--- src/rtl/sdsse_pkg.sv ---
// Shared constants and the digit glyph table for the signed decimal
// seven-segment encoder. No dependencies.
`timescale 1ns / 1ps

package sdsse_pkg;

  // Display geometry
  localparam int DigitCount = 4;
  localparam int IdxW       = (DigitCount > 1) ? $clog2(DigitCount) : 1;
  localparam int CmpW       = (IdxW > 2) ? IdxW : 2;

  // Field widths
  localparam int ValueW = 15;
  localparam int PointW = 2;
  localparam int SegW   = 8;

  // Divide by ten: q = (x * DivMul) >> DivShift, exact for x below 43699
  localparam int DivMulW  = 16;
  localparam logic [DivMulW-1:0] DivMul = 16'd52429;
  localparam int DivShift = 19;
  localparam int ProdW    = ValueW + DivMulW;

  // Operation codes
  localparam logic OpShow  = 1'b0;
  localparam logic OpClear = 1'b1;

  // Segment bit positions
  localparam logic [SegW-1:0] SegA  = 8'(1 << 0);
  localparam logic [SegW-1:0] SegB  = 8'(1 << 6);
  localparam logic [SegW-1:0] SegC  = 8'(1 << 5);
  localparam logic [SegW-1:0] SegD  = 8'(1 << 4);
  localparam logic [SegW-1:0] SegE  = 8'(1 << 3);
  localparam logic [SegW-1:0] SegF  = 8'(1 << 1);
  localparam logic [SegW-1:0] SegG  = 8'(1 << 2);
  localparam logic [SegW-1:0] SegDp = 8'(1 << 7);

  // Glyph for one decimal digit; codes above nine never occur
  function automatic logic [SegW-1:0] digit_glyph(input logic [3:0] d);
    logic [SegW-1:0] g;
    unique case (d)
      4'd0:    g = SegA | SegB | SegC | SegD | SegE | SegF;
      4'd1:    g = SegB | SegC;
      4'd2:    g = SegA | SegB | SegD | SegE | SegG;
      4'd3:    g = SegA | SegB | SegC | SegD | SegG;
      4'd4:    g = SegF | SegG | SegB | SegC;
      4'd5:    g = SegA | SegF | SegG | SegC | SegD;
      4'd6:    g = SegA | SegF | SegG | SegE | SegC | SegD;
      4'd7:    g = SegA | SegB | SegC;
      4'd8:    g = SegA | SegB | SegC | SegD | SegE | SegF | SegG;
      4'd9:    g = SegA | SegB | SegC | SegD | SegF | SegG;
      default: g = '0;
    endcase
    return g;
  endfunction

endpackage

--- src/rtl/signed_decimal_seven_segment_encoder.sv ---
// Top level of the signed decimal seven-segment encoder.
// Depends on sdsse_pkg for widths, segment constants and the glyph table.
//
// Usage:
//   Input channel (in_valid / in_stall) carries op, value and
//   point_position. Output channel (out_valid / out_stall) carries one
//   segment byte per beat, least significant digit first, with last high
//   on the final byte of each run (latch strobe). Every input beat yields
//   DigitCount output beats; a clear request yields DigitCount blank bytes.
//   A negative value sends DigitCount-1 magnitude digits and then a minus.
//
// Timing:
//   The input beat is loaded into the working registers and each byte is
//   then registered into the output register; a run of DigitCount bytes
//   follows on consecutive cycles when the receiver does not stall. One
//   decimal digit is peeled off per output beat by a divide-by-ten through
//   a reciprocal multiply, and the next item is taken in the cycle its
//   predecessor's last byte is produced.
//
// Reset (rst, synchronous) clears busy, the digit index and out_valid.
// While out_stall and out_valid are high the output byte holds and digit work pauses;
// in_stall stays high until the current run's last byte is produced.
`timescale 1ns / 1ps

module signed_decimal_seven_segment_encoder (
  input  logic                               clk,
  input  logic                               rst,
  input  logic                               in_valid,
  output logic                               in_stall,
  input  logic                               op,
  input  logic signed [sdsse_pkg::ValueW-1:0] value,
  input  logic        [sdsse_pkg::PointW-1:0] point_position,
  output logic                               out_valid,
  input  logic                               out_stall,
  output logic        [sdsse_pkg::SegW-1:0]   segments,
  output logic                               last
);
  import sdsse_pkg::*;

  localparam logic [IdxW-1:0] LastIdx = IdxW'(DigitCount - 1);

  // Working registers for the item being sent
  logic                busy;
  logic [IdxW-1:0]     idx;
  logic [ValueW-1:0]   mag;
  logic                neg;
  logic                clr;
  logic [PointW-1:0]   point;

  // Datapath
  logic                take;
  logic                in_take;
  logic                at_last;
  logic [ProdW-1:0]    prod;
  logic [ValueW-1:0]   quot;
  logic [ValueW-1:0]   rem_full;
  logic [3:0]          digit;
  logic [CmpW-1:0]     idx_cmp;
  logic [CmpW-1:0]     point_cmp;
  logic [SegW-1:0]     seg_next;
  logic [ValueW-1:0]   mag_in;

  // Handshake
  assign take     = busy && (!out_valid || !out_stall);
  assign at_last  = (idx == LastIdx);
  assign in_stall = busy && !(take && at_last);
  assign in_take  = in_valid && !in_stall;

  // Magnitude of the incoming value; the most negative code gives 2^14
  assign mag_in = value[ValueW-1] ? (~value + ValueW'(1)) : value;

  // Peel the low decimal digit off the magnitude
  assign prod     = ProdW'(mag) * ProdW'(DivMul);
  assign quot     = ValueW'(prod >> DivShift);
  assign rem_full = mag - ((quot << 3) + (quot << 1));
  assign digit    = rem_full[3:0];

  assign idx_cmp   = CmpW'(idx);
  assign point_cmp = CmpW'(point);

  // Build the segment byte for this beat
  always_comb begin
    seg_next = '0;
    if (clr == OpClear) begin
      seg_next = '0;
    end else if (neg && at_last) begin
      seg_next = SegG;
    end else begin
      if (mag == '0 && idx_cmp > point_cmp) begin
        seg_next = '0;
      end else begin
        seg_next = digit_glyph(digit);
      end
      if (idx_cmp == point_cmp && point != '0) begin
        seg_next = seg_next | SegDp;
      end
    end
  end

  // Control: advance the digit index, drop busy after the last beat
  always_ff @(posedge clk) begin
    if (rst) begin
      busy      <= 1'b0;
      idx       <= '0;
      out_valid <= 1'b0;
    end else begin
      if (take) begin
        out_valid <= 1'b1;
        idx       <= idx + IdxW'(1);
        if (at_last) begin
          busy <= 1'b0;
        end
      end else if (out_valid && !out_stall) begin
        out_valid <= 1'b0;
      end
      if (in_take) begin
        busy <= 1'b1;
        idx  <= '0;
      end
    end
  end

  // Payload: load a new item, or shift the magnitude down one digit
  always_ff @(posedge clk) begin
    if (in_take) begin
      mag   <= mag_in;
      neg   <= value[ValueW-1];
      clr   <= op;
      point <= point_position;
    end else if (take) begin
      mag <= quot;
    end
    if (take) begin
      segments <= seg_next;
      last     <= at_last;
    end
  end

endmodule

--- config.mk ---
export PLATFORM = sky130hd
export DESIGN_NAME = signed_decimal_seven_segment_encoder
export DESIGN_NICKNAME = d
export VERILOG_FILES = /design/src/rtl/sdsse_pkg.sv /design/src/rtl/signed_decimal_seven_segment_encoder.sv
export SDC_FILE = /design/constraint.sdc
export NUM_CORES = 1
export LEC_CHECK = 0
export ABC_AREA = 1
export BUFFER_PORTS_ARGS = -buffer_cell sky130_fd_sc_hd__buf_4
export CAP_MARGIN = 20
export CELL_PAD_IN_SITES_DETAIL_PLACEMENT = 1
export CELL_PAD_IN_SITES_GLOBAL_PLACEMENT = 2
export CORE_ASPECT_RATIO = 0.6
export CORE_UTILIZATION = 42
export CTS_CLUSTER_SIZE = 20
export DETAILED_ROUTE_END_ITERATION = 12
export PLACE_DENSITY = 0.92
export SETUP_SLACK_MARGIN = 0.1
export SKIP_LAST_GASP = 1
export SLEW_MARGIN = 20
export SYNTH_ARGS = -nofsm -noshare
export SYNTH_HDL_FRONTEND = slang
export SYNTH_SLANG_ARGS = --single-unit
--- constraint.sdc ---
create_clock -name clk -period 17.3 [get_ports clk]
set_input_delay 4.325 -clock clk [delete_from_list [all_inputs] [get_ports clk]]
set_output_delay 4.325 -clock clk [all_outputs]
set_load 0.005 [all_outputs]
# Word level (Yosys, flattened, before mapping)
# Memories as Yosys holds them, arrays and structs flattened.
# Cells that the tools add are included.
[totals]
romBits = 112
regBits = 32
wordCells = 52
n_memories = 1
[op_classes]
n_reduce_logical = 21
bitwise = 1
eq_ne = 2
order_cmp = 1
mul = 1
n_addsub = 4
n_mux = 11
[memory_table]
columns = ["memory", "depth", "width", "read_ports", "rd_clocked_by_memory_dff", "write_ports", "line", "text"]
rows = [
  ["(name not given)", 16, 7, 1, 0, 0, "sdsse_pkg.sv:40", "unique case (d)"],
]
[ops]
columns = ["cell", "count"]
rows = [
  ["two-way mux 15 bit", 3],
  ["multiplier 15 x 16 -> 31 bit, second input constant", 1],
  ["two-way mux 8 bit", 2],
  ["adder 15 x 2 -> 15 bit, second input constant", 1],
  ["logical NOT 15 bit", 1],
  ["inverter 15 bit", 1],
  ["logical AND 1 bit", 8],
  ["nonzero test 2 bit", 4],
  ["two-way mux 1 bit", 5],
  ["adder 4 bit", 1],
  ["logical NOT 1 bit", 4],
  ["OR reduction 2 bit", 2],
  ["subtractor 4 bit", 1],
  ["two-way mux 3 bit", 1],
  ["adder 2 x 1 -> 2 bit, second input constant", 1],
  ["== test 2 bit", 1],
  ["== test 2 bit, second input constant", 1],
  ["greater-than comparator 2 bit", 1],
  ["AND reduction 2 bit", 1],
  ["logical OR 1 bit", 1],
]

# Longest topological paths before layout
# Gate-level depths: netlist of run 1.
[logic_depth]
ltp_word = 10
ltp_mapped = 32
mapped_depth_nobuf = 32

# Worst setup path after synthesis of run 1
# Ideal clock, no wire load.
[synth_timing]
path_kind = "input port to output port"
startpoint = "in out_stall"
endpoint = "out in_stall"
cell_stages = 2
n_path_buf = 0
setup_slack_ps = 8369
arrival_ps = 4606
path_cell_list = "nand2_1 > a21oi_1"
[synth_via]
elab_chain_len = 6
[synth_lines]
columns = ["item", "line", "text"]
rows = [
  ["from (decl)", "signed_decimal_seven_segment_encoder.sv:34", "input logic out_stall,"],
  ["logical NOT 1 bit", "signed_decimal_seven_segment_encoder.sv:64", "assign take = busy && (!out_valid || !out_stall);"],
  ["logical OR 1 bit", "signed_decimal_seven_segment_encoder.sv:64", ""],
  ["logical AND 1 bit", "signed_decimal_seven_segment_encoder.sv:64", ""],
  ["logical AND 1 bit", "signed_decimal_seven_segment_encoder.sv:66", "assign in_stall = busy && !(take && at_last);"],
  ["logical NOT 1 bit", "signed_decimal_seven_segment_encoder.sv:66", ""],
  ["logical AND 1 bit", "signed_decimal_seven_segment_encoder.sv:66", ""],
  ["to (decl)", "signed_decimal_seven_segment_encoder.sv:29", "output logic in_stall,"],
]
# Every way passes these cells.

# Worst setup path in the final report of run 1
# Same ends and word-level chain as after synthesis.

==> impl_metrics.csv, run 1 <==
group,metric,value,unit
timing,fin_worst_skew,0.00640,ns
clocking,post_cts_buffers,0,
detailed_routing,drt-pass1-iter-count,4,
timing,maxSlewHeadroom,0.562,
timing,setup_tns,0,ns
logic_synthesis,synth_area_per_cell,8.44,um^2
logic_synthesis,synth_xor_xnor_area_share,0.0221,
floorplanning,initial_utilization,0.433,
worst_setup_path,critical_path_class,"input pin to output port",
finish,multi_input_area,4430,um^2
finish,n_antenna_cell,0,
detailed_routing,viasPerCell,5.24,
detailed_routing,via_count,4897,
logic_synthesis,seq_area_frac_synth,0.155,
finish,final_nets,951,
finish,regArea,921,um^2
logic_synthesis,synthSimpleGateAreaFrac,0.164,
logic_synthesis,synth_compound_area_frac,0.0942,
detailed_routing,drtIter0Drc,234,
worst_setup_path,reg2reg_to,"segments[2]",
finish,mostFrequentLayoutCell,"inv_1",
worst_setup_path,cp.arrival,4.88,ns
placed_design,portBuffers,32,
timing,period_share,0.532,
floorplanning,dieWidth,156,um
run_status,outcome,"completed",
logic_synthesis,postSynth.asyncResetShare,0,
timing,grt_setup_unrepaired,"no",
clocking,postCtsResizedCells,0,
timing,slew_viol_final,0,
global_route,antenna_found_initial,0,
logic_synthesis,ys_warn_count,0,
floorplanning,row_count,33,
logic_synthesis,synth_top_family_by_area,"adder cells",
job,cap_violations,0,
timing,setup_viol,0,
placed_design,preCtsSetupSlack,8.10,ns
detailed_routing,post-route-drc-count,0,
clocking,cts_sinks,32,
logic_synthesis,synth_area,5950,um^2
worst_setup_path,critPathLaunch,"out_stall",
placed_design,place.detailed.hpwl,16400,um
logic_synthesis,syn_inst,705,
finish,mostFrequentLayoutCells,"inv_1 (154), ha_1 (133), nand2_1 (102), fa_1 (55), a21oi_1 (46)",
worst_setup_path,r2r_start,"mag[6]",
placed_design,place.gp.congestion,0.918,
timing,tightestPinTransition,0.655,ns
logic_synthesis,synth-main-ff-cell,"edfxtp_1",
logic_synthesis,synth_seq_cells,32,
floorplanning,core_area,13700,um^2
worst_setup_path,worstPathMaxFanout,3,
worst_setup_path,crit_required,12.98,ns
finish,layout-drive-gt1-share,0.0876,
clocking,cts_root_buf,"clkbuf_16",
worst_hold_path,holdCritPathClass,"flop to flop",
logic_synthesis,synthMuxAreaShare,0,
logic_synthesis,synth_nets,915,
logic_synthesis,synth_edf_count,28,
global_route,grt-ovfl-total,0,
worst_hold_path,hp-start,"busy",
timing,setup_ws,8.09,ns
logic_synthesis,yosysUniqueCellTypes,40,
floorplanning,dieArea,14700,um^2
finish,nFillCells,1658,
clocking,clk_path_buf_depth,2,
detailed_routing,drt-total-wl,18300,um
floorplanning,io_pins,33,
worst_setup_path,crit_path_end_kind,"output port",
clocking,cts_hold_buffers,0,
worst_setup_path,r2r_cells,29,
clocking,cts_tree,"done",
worst_setup_path,r2r_slack,10.35,ns
global_route,grt_pass1_vias,5146,
finish,stdcell_count,934,
global_route,grt_use_total,0.266,
worst_setup_path,crit_path_end,"in_stall",
detailed_routing,ant_nets,0,
timing,max_freq,0.109,GHz
finish,syn_to_final_growth,10.8,%
floorplanning,fp.dieH,94.2,um
worst_setup_path,startpoint_type,"input pin",
placed_design,dp_cells,926,
logic_synthesis,synth_adder_area_share,0.465,
clocking,cts_buffers,5,
clocking,clock_latency,0.28,ns
clocking,htreeDepth,2,
timing,hold_viol,0,
timing,fin_crit,9.21,ns
global_route,grt_max_degree,19,
detailed_routing,wl_per_cell,19.6,um
finish,postLayoutCoreUtil,0.479,
global_route,grt_pass1_wl,28800,um
clocking,path_clk_slew,0.06,ns
==> logic make-up (layout without fill, tap and decap cells) <==
kind of cell | after synthesis | in the layout
buffers and inverters | 159 | 196
DFF | 32 | 32
and+or+nand+nor | 211 | 211
xor gates and xnor gates | 15 | 15
AOI/OAI and AO/OA | 100 | 100
adders and majority gates | 188 | 188
==> flip-flops by register name, indices dropped and copies added, names as in the netlist <==
signal / cells
mag: 15
segments: 8
idx: 2
point: 2
busy: 1
clr: 1
last: 1
neg: 1
out_valid: 1
==> cells in the mapped netlist (4+ instances only) <==
| cell type | number | area share |
|---|---|---|
| o21bai_1 | 4 | 0.0050 |
| clkbuf_1 | 4 | 0.0025 |
| nand2_2 | 4 | 0.0042 |
| or2_2 | 4 | 0.0042 |
| ha_1 | 133 | 0.28 |
| nand2_1 | 102 | 0.064 |
| a21oi_1 | 46 | 0.039 |
| o21ai_0 | 28 | 0.024 |
| nor3_1 | 6 | 0.0050 |
| nor3b_1 | 4 | 0.0050 |
| nand3_1 | 23 | 0.019 |
| edfxtp_1 | 28 | 0.14 |
| nor2_1 | 45 | 0.028 |
| inv_1 | 154 | 0.097 |
| xor2_1 | 7 | 0.010 |
| fa_1 | 55 | 0.19 |
| dfxtp_1 | 4 | 0.013 |
| xnor2_1 | 8 | 0.012 |
| a21o_1 | 7 | 0.0088 |
==> layer usage <==
layer	up-vias	track usage	wire length (um)	part of all wire
li1	2354	-	-	-
met1	2438	0.421	9790	0.54
met2	97	0.390	7530	0.41
met3	8	0.0277	864	0.047
met4	0	0.0343	102	0.0056
met5	-	0	0	0
==> through the flow <==
stage / instance area (um^2) / hold WS, ns
final: 6590 / 0.492
after CTS: 6590 / 0.491
after floorplan: 5950 / 0.445
after detailed placement: 6420 / 0.485
after global placement: 6420 / 0.457
after global routing: 6590 / 0.509
==> final cells by class <==
type / instances / share of cell area
multi-input cells: 514 / 0.673
flip-flops and latches: 32 / 0.140
inverters: 155 / 0.0883
repair buffers: 33 / 0.0376
well taps: 192 / 0.0364
clock buffers: 5 / 0.0190
clock inverters: 3 / 0.00645
==> critical path: stages <==
cell     delay, ns
buf_4         0.08
nand2_1       0.07
a21oi_1       0.24
buf_4         0.16
==> worst min path at each step <==
stage	to	slack, ns	cells past startpoint
floorplan	out_valid	0.44	2
global placement	out_valid	0.46	2
detailed placement	out_valid	0.48	2
CTS	out_valid	0.49	2
global route	out_valid	0.51	2
finish	out_valid	0.49	2
Power of run 1 is left out: the tool's default activity adds up to more than one toggle a clock period on the data nets, which glitch-free logic cannot reach.
==> inputs of run 2 (changes only) <==
--- a/config.mk
+++ b/config.mk
@@ -5,16 +5,16 @@
 export SDC_FILE = /design/constraint.sdc
 export NUM_CORES = 1
 export LEC_CHECK = 0
-export ABC_AREA = 1
+export ABC_AREA = 0
 export BUFFER_PORTS_ARGS = -buffer_cell sky130_fd_sc_hd__buf_4
 export CAP_MARGIN = 20
 export CELL_PAD_IN_SITES_DETAIL_PLACEMENT = 1
 export CELL_PAD_IN_SITES_GLOBAL_PLACEMENT = 2
 export CORE_ASPECT_RATIO = 0.6
-export CORE_UTILIZATION = 42
+export CORE_UTILIZATION = 37
 export CTS_CLUSTER_SIZE = 20
 export DETAILED_ROUTE_END_ITERATION = 12
-export PLACE_DENSITY = 0.92
+export PLACE_DENSITY = 0.82
 export SETUP_SLACK_MARGIN = 0.1
 export SKIP_LAST_GASP = 1
 export SLEW_MARGIN = 20
==> constraint.sdc (replaced) <==
create_clock -name clk -period 8.2 [get_ports clk]
set_input_delay 2.05 -clock clk [delete_from_list [all_inputs] [get_ports clk]]
set_output_delay 2.05 -clock clk [all_outputs]
set_load 0.005 [all_outputs]
==> impl_metrics.csv, run 2 <==
group,metric,value,unit
timing,setup_viol,0,
logic_synthesis,synth-main-ff-cell,"edfxtp_1",
logic_synthesis,synth_edf_count,28,
worst_setup_path,startpoint_type,"flop",
finish,top_regs,"mag: 15 flops, segments: 8 flops",
logic_synthesis,seq_area_frac_synth,0.165,
finish,nFillCells,1679,
logic_synthesis,synth_top_area_frac,0.299,
finish,mostFrequentLayoutCells,"ha_1 (133), inv_1 (118), fa_1 (55), buf_4 (32), nand2_1 (30)",
timing,max_freq,0.134,GHz
detailed_routing,drt-total-wl,15300,um
logic_synthesis,synth_compound_area_frac,0.0983,
logic_synthesis,synthMuxAreaShare,0.00539,
clocking,cts_buffers,5,
floorplanning,io_pins,33,
worst_setup_path,cpMostUsedCell,"inv_1",
finish,n_antenna_cell,0,
placed_design,place.detailed.hpwl,13600,um
floorplanning,row_count,34,
clocking,path_clk_slew,0.06,ns
clocking,clock_latency,0.28,ns
run_status,outcome,"completed",
clocking,htreeDepth,2,
detailed_routing,drt-pass1-iter-count,4,
timing,grt_setup_unrepaired,"no",
finish,syn_to_final_growth,11.3,%
worst_setup_path,crit_family,"adder cells",
clocking,clk_path_buf_depth,2,
worst_setup_path,slowest_stage,"fa_1",
logic_synthesis,synth_top_family_by_area,"adder cells",
global_route,grt_max_degree,20,
global_route,grt_pass1_wl,24600,um
timing,hold_viol,0,
clocking,cts_tree,"done",
timing,slew_viol_final,0,
worst_setup_path,cp.arrival,7.57,ns
logic_synthesis,synth_adder_area_share,0.496,
floorplanning,core_area,14600,um^2
finish,largest_register_ffs,15,
logic_synthesis,synth_area,5570,um^2
logic_synthesis,synth_seq_cells,32,
logic_synthesis,syn_inst,570,
logic_synthesis,yosysTopAreaCell,"ha_1",
detailed_routing,via_count,4092,
floorplanning,fp.dieH,97.1,um
detailed_routing,post-route-drc-count,0,
logic_synthesis,synth_xor_xnor_area_share,0.0613,
floorplanning,initial_utilization,0.382,
clocking,postCtsResizedCells,0,
global_route,grt-ovfl-total,0,
worst_setup_path,critical_path_class,"flop to flop",
worst_setup_path,critPathBufInv,6,
timing,tightestPinTransition,0.808,ns
logic_synthesis,synth.area.top_cells,"ha_1 (30%), fa_1 (20%), edfxtp_1 (15%), inv_1 (7.9%), xnor2_1 (4.2%)",
worst_setup_path,cpPeakStageDelay,0.54,ns
timing,period_share,0.910,
worst_setup_path,crit_path_end_kind,"flop",
global_route,antenna_found_initial,0,
finish,top_register,"mag",
placed_design,place.gp.congestion,0.950,
placed_design,placed_area,6040,um^2
finish,final_nets,815,
global_route,grt_pass1_vias,4469,
detailed_routing,drtIter0Drc,222,
finish,layout-drive-gt1-share,0.0743,
logic_synthesis,ys_top_cells_by_count,"ha_1 (133), inv_1 (118), fa_1 (55), nand2_1 (30), edfxtp_1 (28)",
clocking,cts_hold_buffers,0,
logic_synthesis,ys_warn_count,0,
timing,fin_worst_skew,0.00662,ns
clocking,cts_root_buf,"clkbuf_16",
clocking,post_cts_buffers,0,
timing,setup_tns,0,ns
timing,hold-worst-slack,0.511,ns
placed_design,portBuffers,32,
detailed_routing,viasPerCell,5.09,
worst_setup_path,worstPathMaxFanout,9,
floorplanning,dieArea,15600,um^2
detailed_routing,wl_per_cell,19.0,um
global_route,grt_use_total,0.208,
logic_synthesis,synthSimpleGateAreaFrac,0.0902,
logic_synthesis,synth_area_per_cell,9.78,um^2
job,cap_violations,0,
finish,final_area,6200,um^2
worst_setup_path,crit_required,8.32,ns
logic_synthesis,postSynth.asyncResetShare,0,
timing,maxSlewHeadroom,0.458,
worst_hold_path,holdCritPathClass,"flop to flop",
logic_synthesis,yosysMostFrequentCell,"ha_1",
floorplanning,dieWidth,160,um
logic_synthesis,synth_nets,780,
detailed_routing,ant_nets,0,
clocking,cts_sinks,32,
timing,fin_crit,7.46,ns
logic_synthesis,yosysUniqueCellTypes,47,
finish,mostFrequentLayoutCell,"ha_1",
run 2: layout make-up:
cell class / instances / area (um^2) / share of cell area
Multi-Input combinational cell: 416 / 4190 / 0.675
Sequential cell: 32 / 921 / 0.148
Inverter: 118 / 443 / 0.0714
Tap cell: 198 / 248 / 0.0399
Timing Repair Buffer: 32 / 240 / 0.0387
Clock buffer: 6 / 129 / 0.0208
Clock inverter: 2 / 35.0 / 0.00565
run 2: worst paths after layout:
| check | startpoint | to | slack, ns | depth (start not counted) |
|---|---|---|---|---|
| hold reg to reg | busy | out_valid | 0.51 | 2 |
| hold / removal | busy | out_valid | 0.51 | 2 |
| setup / recovery | mag[13] | segments[0] | 0.74 | 26 |
| setup reg to reg | mag[13] | segments[0] | 0.74 | 26 |
run 2: layer usage:
metal / vias up / track usage / wire (um)
met5: - / 0 / 0
met4: 0 / 0.0132 / 57
met3: 8 / 0.0529 / 875
met2: 85 / 0.300 / 6230
met1: 2018 / 0.322 / 8150
li1: 1981 / - / -
run 2: stage by stage:
step                setup slack, ns  utilization  cells
global route                  0.281        0.425    804
CTS                           0.740        0.425    804
finish                        0.742        0.425    804
global placement               1.13        0.414    796
floorplan                      1.40            -    570
detailed placement            0.787        0.414    796
run 2: kinds of logic after synthesis:
group	count (synthesis)
AND/OR/NAND/NOR	101
flip-flops	32
adder cells (fa/ha/maj)	188
XOR/XNOR	39
buffers and inverters	122
multiplexers	3
AO/OA/AOI/OAI	85
run 2: worst min-delay path, stage by stage (launching register included):
cell     delay [ns]
dfxtp_1        0.35
a21oi_1        0.05
nor2_1         0.07
Power of run 2 is left out for the same reason.
==> inputs of run 3 (changes only) <==
--- a/config.mk
+++ b/config.mk
@@ -12,6 +12,7 @@
 export CELL_PAD_IN_SITES_GLOBAL_PLACEMENT = 2
 export CORE_ASPECT_RATIO = 0.6
 export CORE_UTILIZATION = 37
+export CTS_BUF_LIST = sky130_fd_sc_hd__clkbuf_16
 export CTS_CLUSTER_SIZE = 20
 export DETAILED_ROUTE_END_ITERATION = 12
 export PLACE_DENSITY = 0.82
@@ -21,3 +22,4 @@
 export SYNTH_ARGS = -nofsm -noshare
 export SYNTH_HDL_FRONTEND = slang
 export SYNTH_SLANG_ARGS = --single-unit
+export TNS_END_PERCENT = 30
==> impl_metrics.csv, run 3 (synthesis gave the netlist of run 2 again) <==
group,metric,value,unit
timing,setup_viol,0,
placed_design,place.detailed.hpwl,13600,um
detailed_routing,post-route-drc-count,0,
clocking,postCtsResizedCells,0,
detailed_routing,drt-total-wl,15300,um
placed_design,place.gp.congestion,0.950,
timing,fin_crit,7.46,ns
detailed_routing,drt-pass1-iter-count,4,
finish,n_antenna_cell,0,
worst_setup_path,cpMostUsedCell,"inv_1",
global_route,grt_use_total,0.208,
clocking,clk_path_buf_depth,2,
placed_design,dp_cells,796,
worst_setup_path,r2r_start,"mag[13]",
worst_setup_path,cp.arrival,7.57,ns
finish,syn_to_final_growth,11.3,%
worst_setup_path,slowest_stage,"fa_1",
worst_setup_path,cpPeakStageDelay,0.54,ns
floorplanning,dieArea,15600,um^2
global_route,grt_max_degree,20,
floorplanning,dieWidth,160,um
clocking,cts_tree,"done",
finish,top_register,"mag",
timing,fin_worst_skew,0.00662,ns
global_route,antenna_found_initial,0,
clocking,cts_root_buf,"clkbuf_16",
run_status,outcome,"completed",
worst_setup_path,startpoint_type,"flop",
worst_setup_path,crit_family,"adder cells",
worst_setup_path,r2r_slack,0.74,ns
worst_setup_path,crit_path_end_kind,"flop",
placed_design,preCtsSetupSlack,0.787,ns
floorplanning,fp.dieH,97.1,um
job,cap_violations,0,
worst_setup_path,crit_required,8.32,ns
timing,hold_viol,0,
global_route,grt_pass1_wl,24600,um
timing,tightestPinTransition,0.807,ns
clocking,post_cts_buffers,0,
clocking,cts_sinks,32,
detailed_routing,via_count,4094,
clocking,clock_latency,0.28,ns
timing,slew_viol_final,0,
worst_setup_path,crit_path_end,"segments[0]",
worst_setup_path,critical_path_class,"flop to flop",
timing,max_freq,0.134,GHz
clocking,cts_hold_buffers,0,
finish,largest_register_ffs,15,
detailed_routing,drtIter0Drc,222,
worst_setup_path,critPathBufInv,6,
worst_setup_path,r2r_cells,26,
placed_design,portBuffers,32,
global_route,grt-ovfl-total,0,
clocking,cts_buffers,5,
clocking,path_clk_slew,0.06,ns
finish,mostFrequentLayoutCells,"ha_1 (133), inv_1 (119), fa_1 (55), buf_4 (32), nand2_1 (30)",
detailed_routing,viasPerCell,5.09,
finish,final_nets,815,
finish,stdcell_count,804,
finish,nFillCells,1679,
finish,layout-drive-gt1-share,0.0743,
floorplanning,initial_utilization,0.382,
worst_setup_path,path_depth,26,
finish,postLayoutCoreUtil,0.425,
timing,maxSlewHeadroom,0.458,
floorplanning,core_area,14600,um^2
detailed_routing,wl_per_cell,19.0,um
worst_setup_path,reg2reg_to,"segments[0]",
floorplanning,row_count,34,
worst_setup_path,critPathLaunch,"mag[13]",
worst_setup_path,worstPathMaxFanout,9,
detailed_routing,ant_nets,0,
finish,mostFrequentLayoutCell,"ha_1",
timing,setup_ws,0.743,ns
floorplanning,io_pins,33,
finish,top_regs,"mag: 15 flops, segments: 8 flops",
timing,setup_tns,0,ns
global_route,grt_pass1_vias,4469,
timing,period_share,0.909,
worst_hold_path,holdCritPathClass,"flop to flop",
clocking,htreeDepth,2,
timing,grt_setup_unrepaired,"no",
-- run 3: worst min path at each step --
stage | from | end | cells past startpoint | slack, ns
final | busy | out_valid | 2 | 0.51
after global routing | out_valid | out_valid | 2 | 0.59
after CTS | busy | out_valid | 2 | 0.52
after detailed placement | busy | out_valid | 2 | 0.50
after global placement | busy | out_valid | 2 | 0.47
after floorplan | busy | out_valid | 2 | 0.46
-- run 3: per-stage QoR --
stage	area [um^2]	hold WS (ns)
finish	6200	0.511
global route	6200	0.593
CTS	6200	0.516
detailed placement	6040	0.504
global placement	6040	0.470
floorplan	5570	0.458
-- run 3: routing by layer --
metal  share of wire  up-vias  track usage
li1                -     1981            -
met1            0.53     2016        0.322
met2            0.41       89        0.300
met3           0.058        8       0.0529
met4          0.0037        0       0.0132
met5               0        -            0
-- run 3: cell type report --
class                   instances  area (um^2)  area share
well taps                     198          248      0.0399
multi-input cells             416         4190       0.675
clock buffers                   5          125      0.0202
flip-flops and latches         32          921       0.148
repair buffers                 32          240      0.0387
inverters                     118          443      0.0714
clock inverters                 3         38.8     0.00625
-- run 3: tightest hold or removal path, cell delays in order (launching register included) --
cell and delay (ns):
dfxtp_1 0.35, a21oi_1 0.05, nor2_1 0.07
Power of run 3 is left out for the same reason.
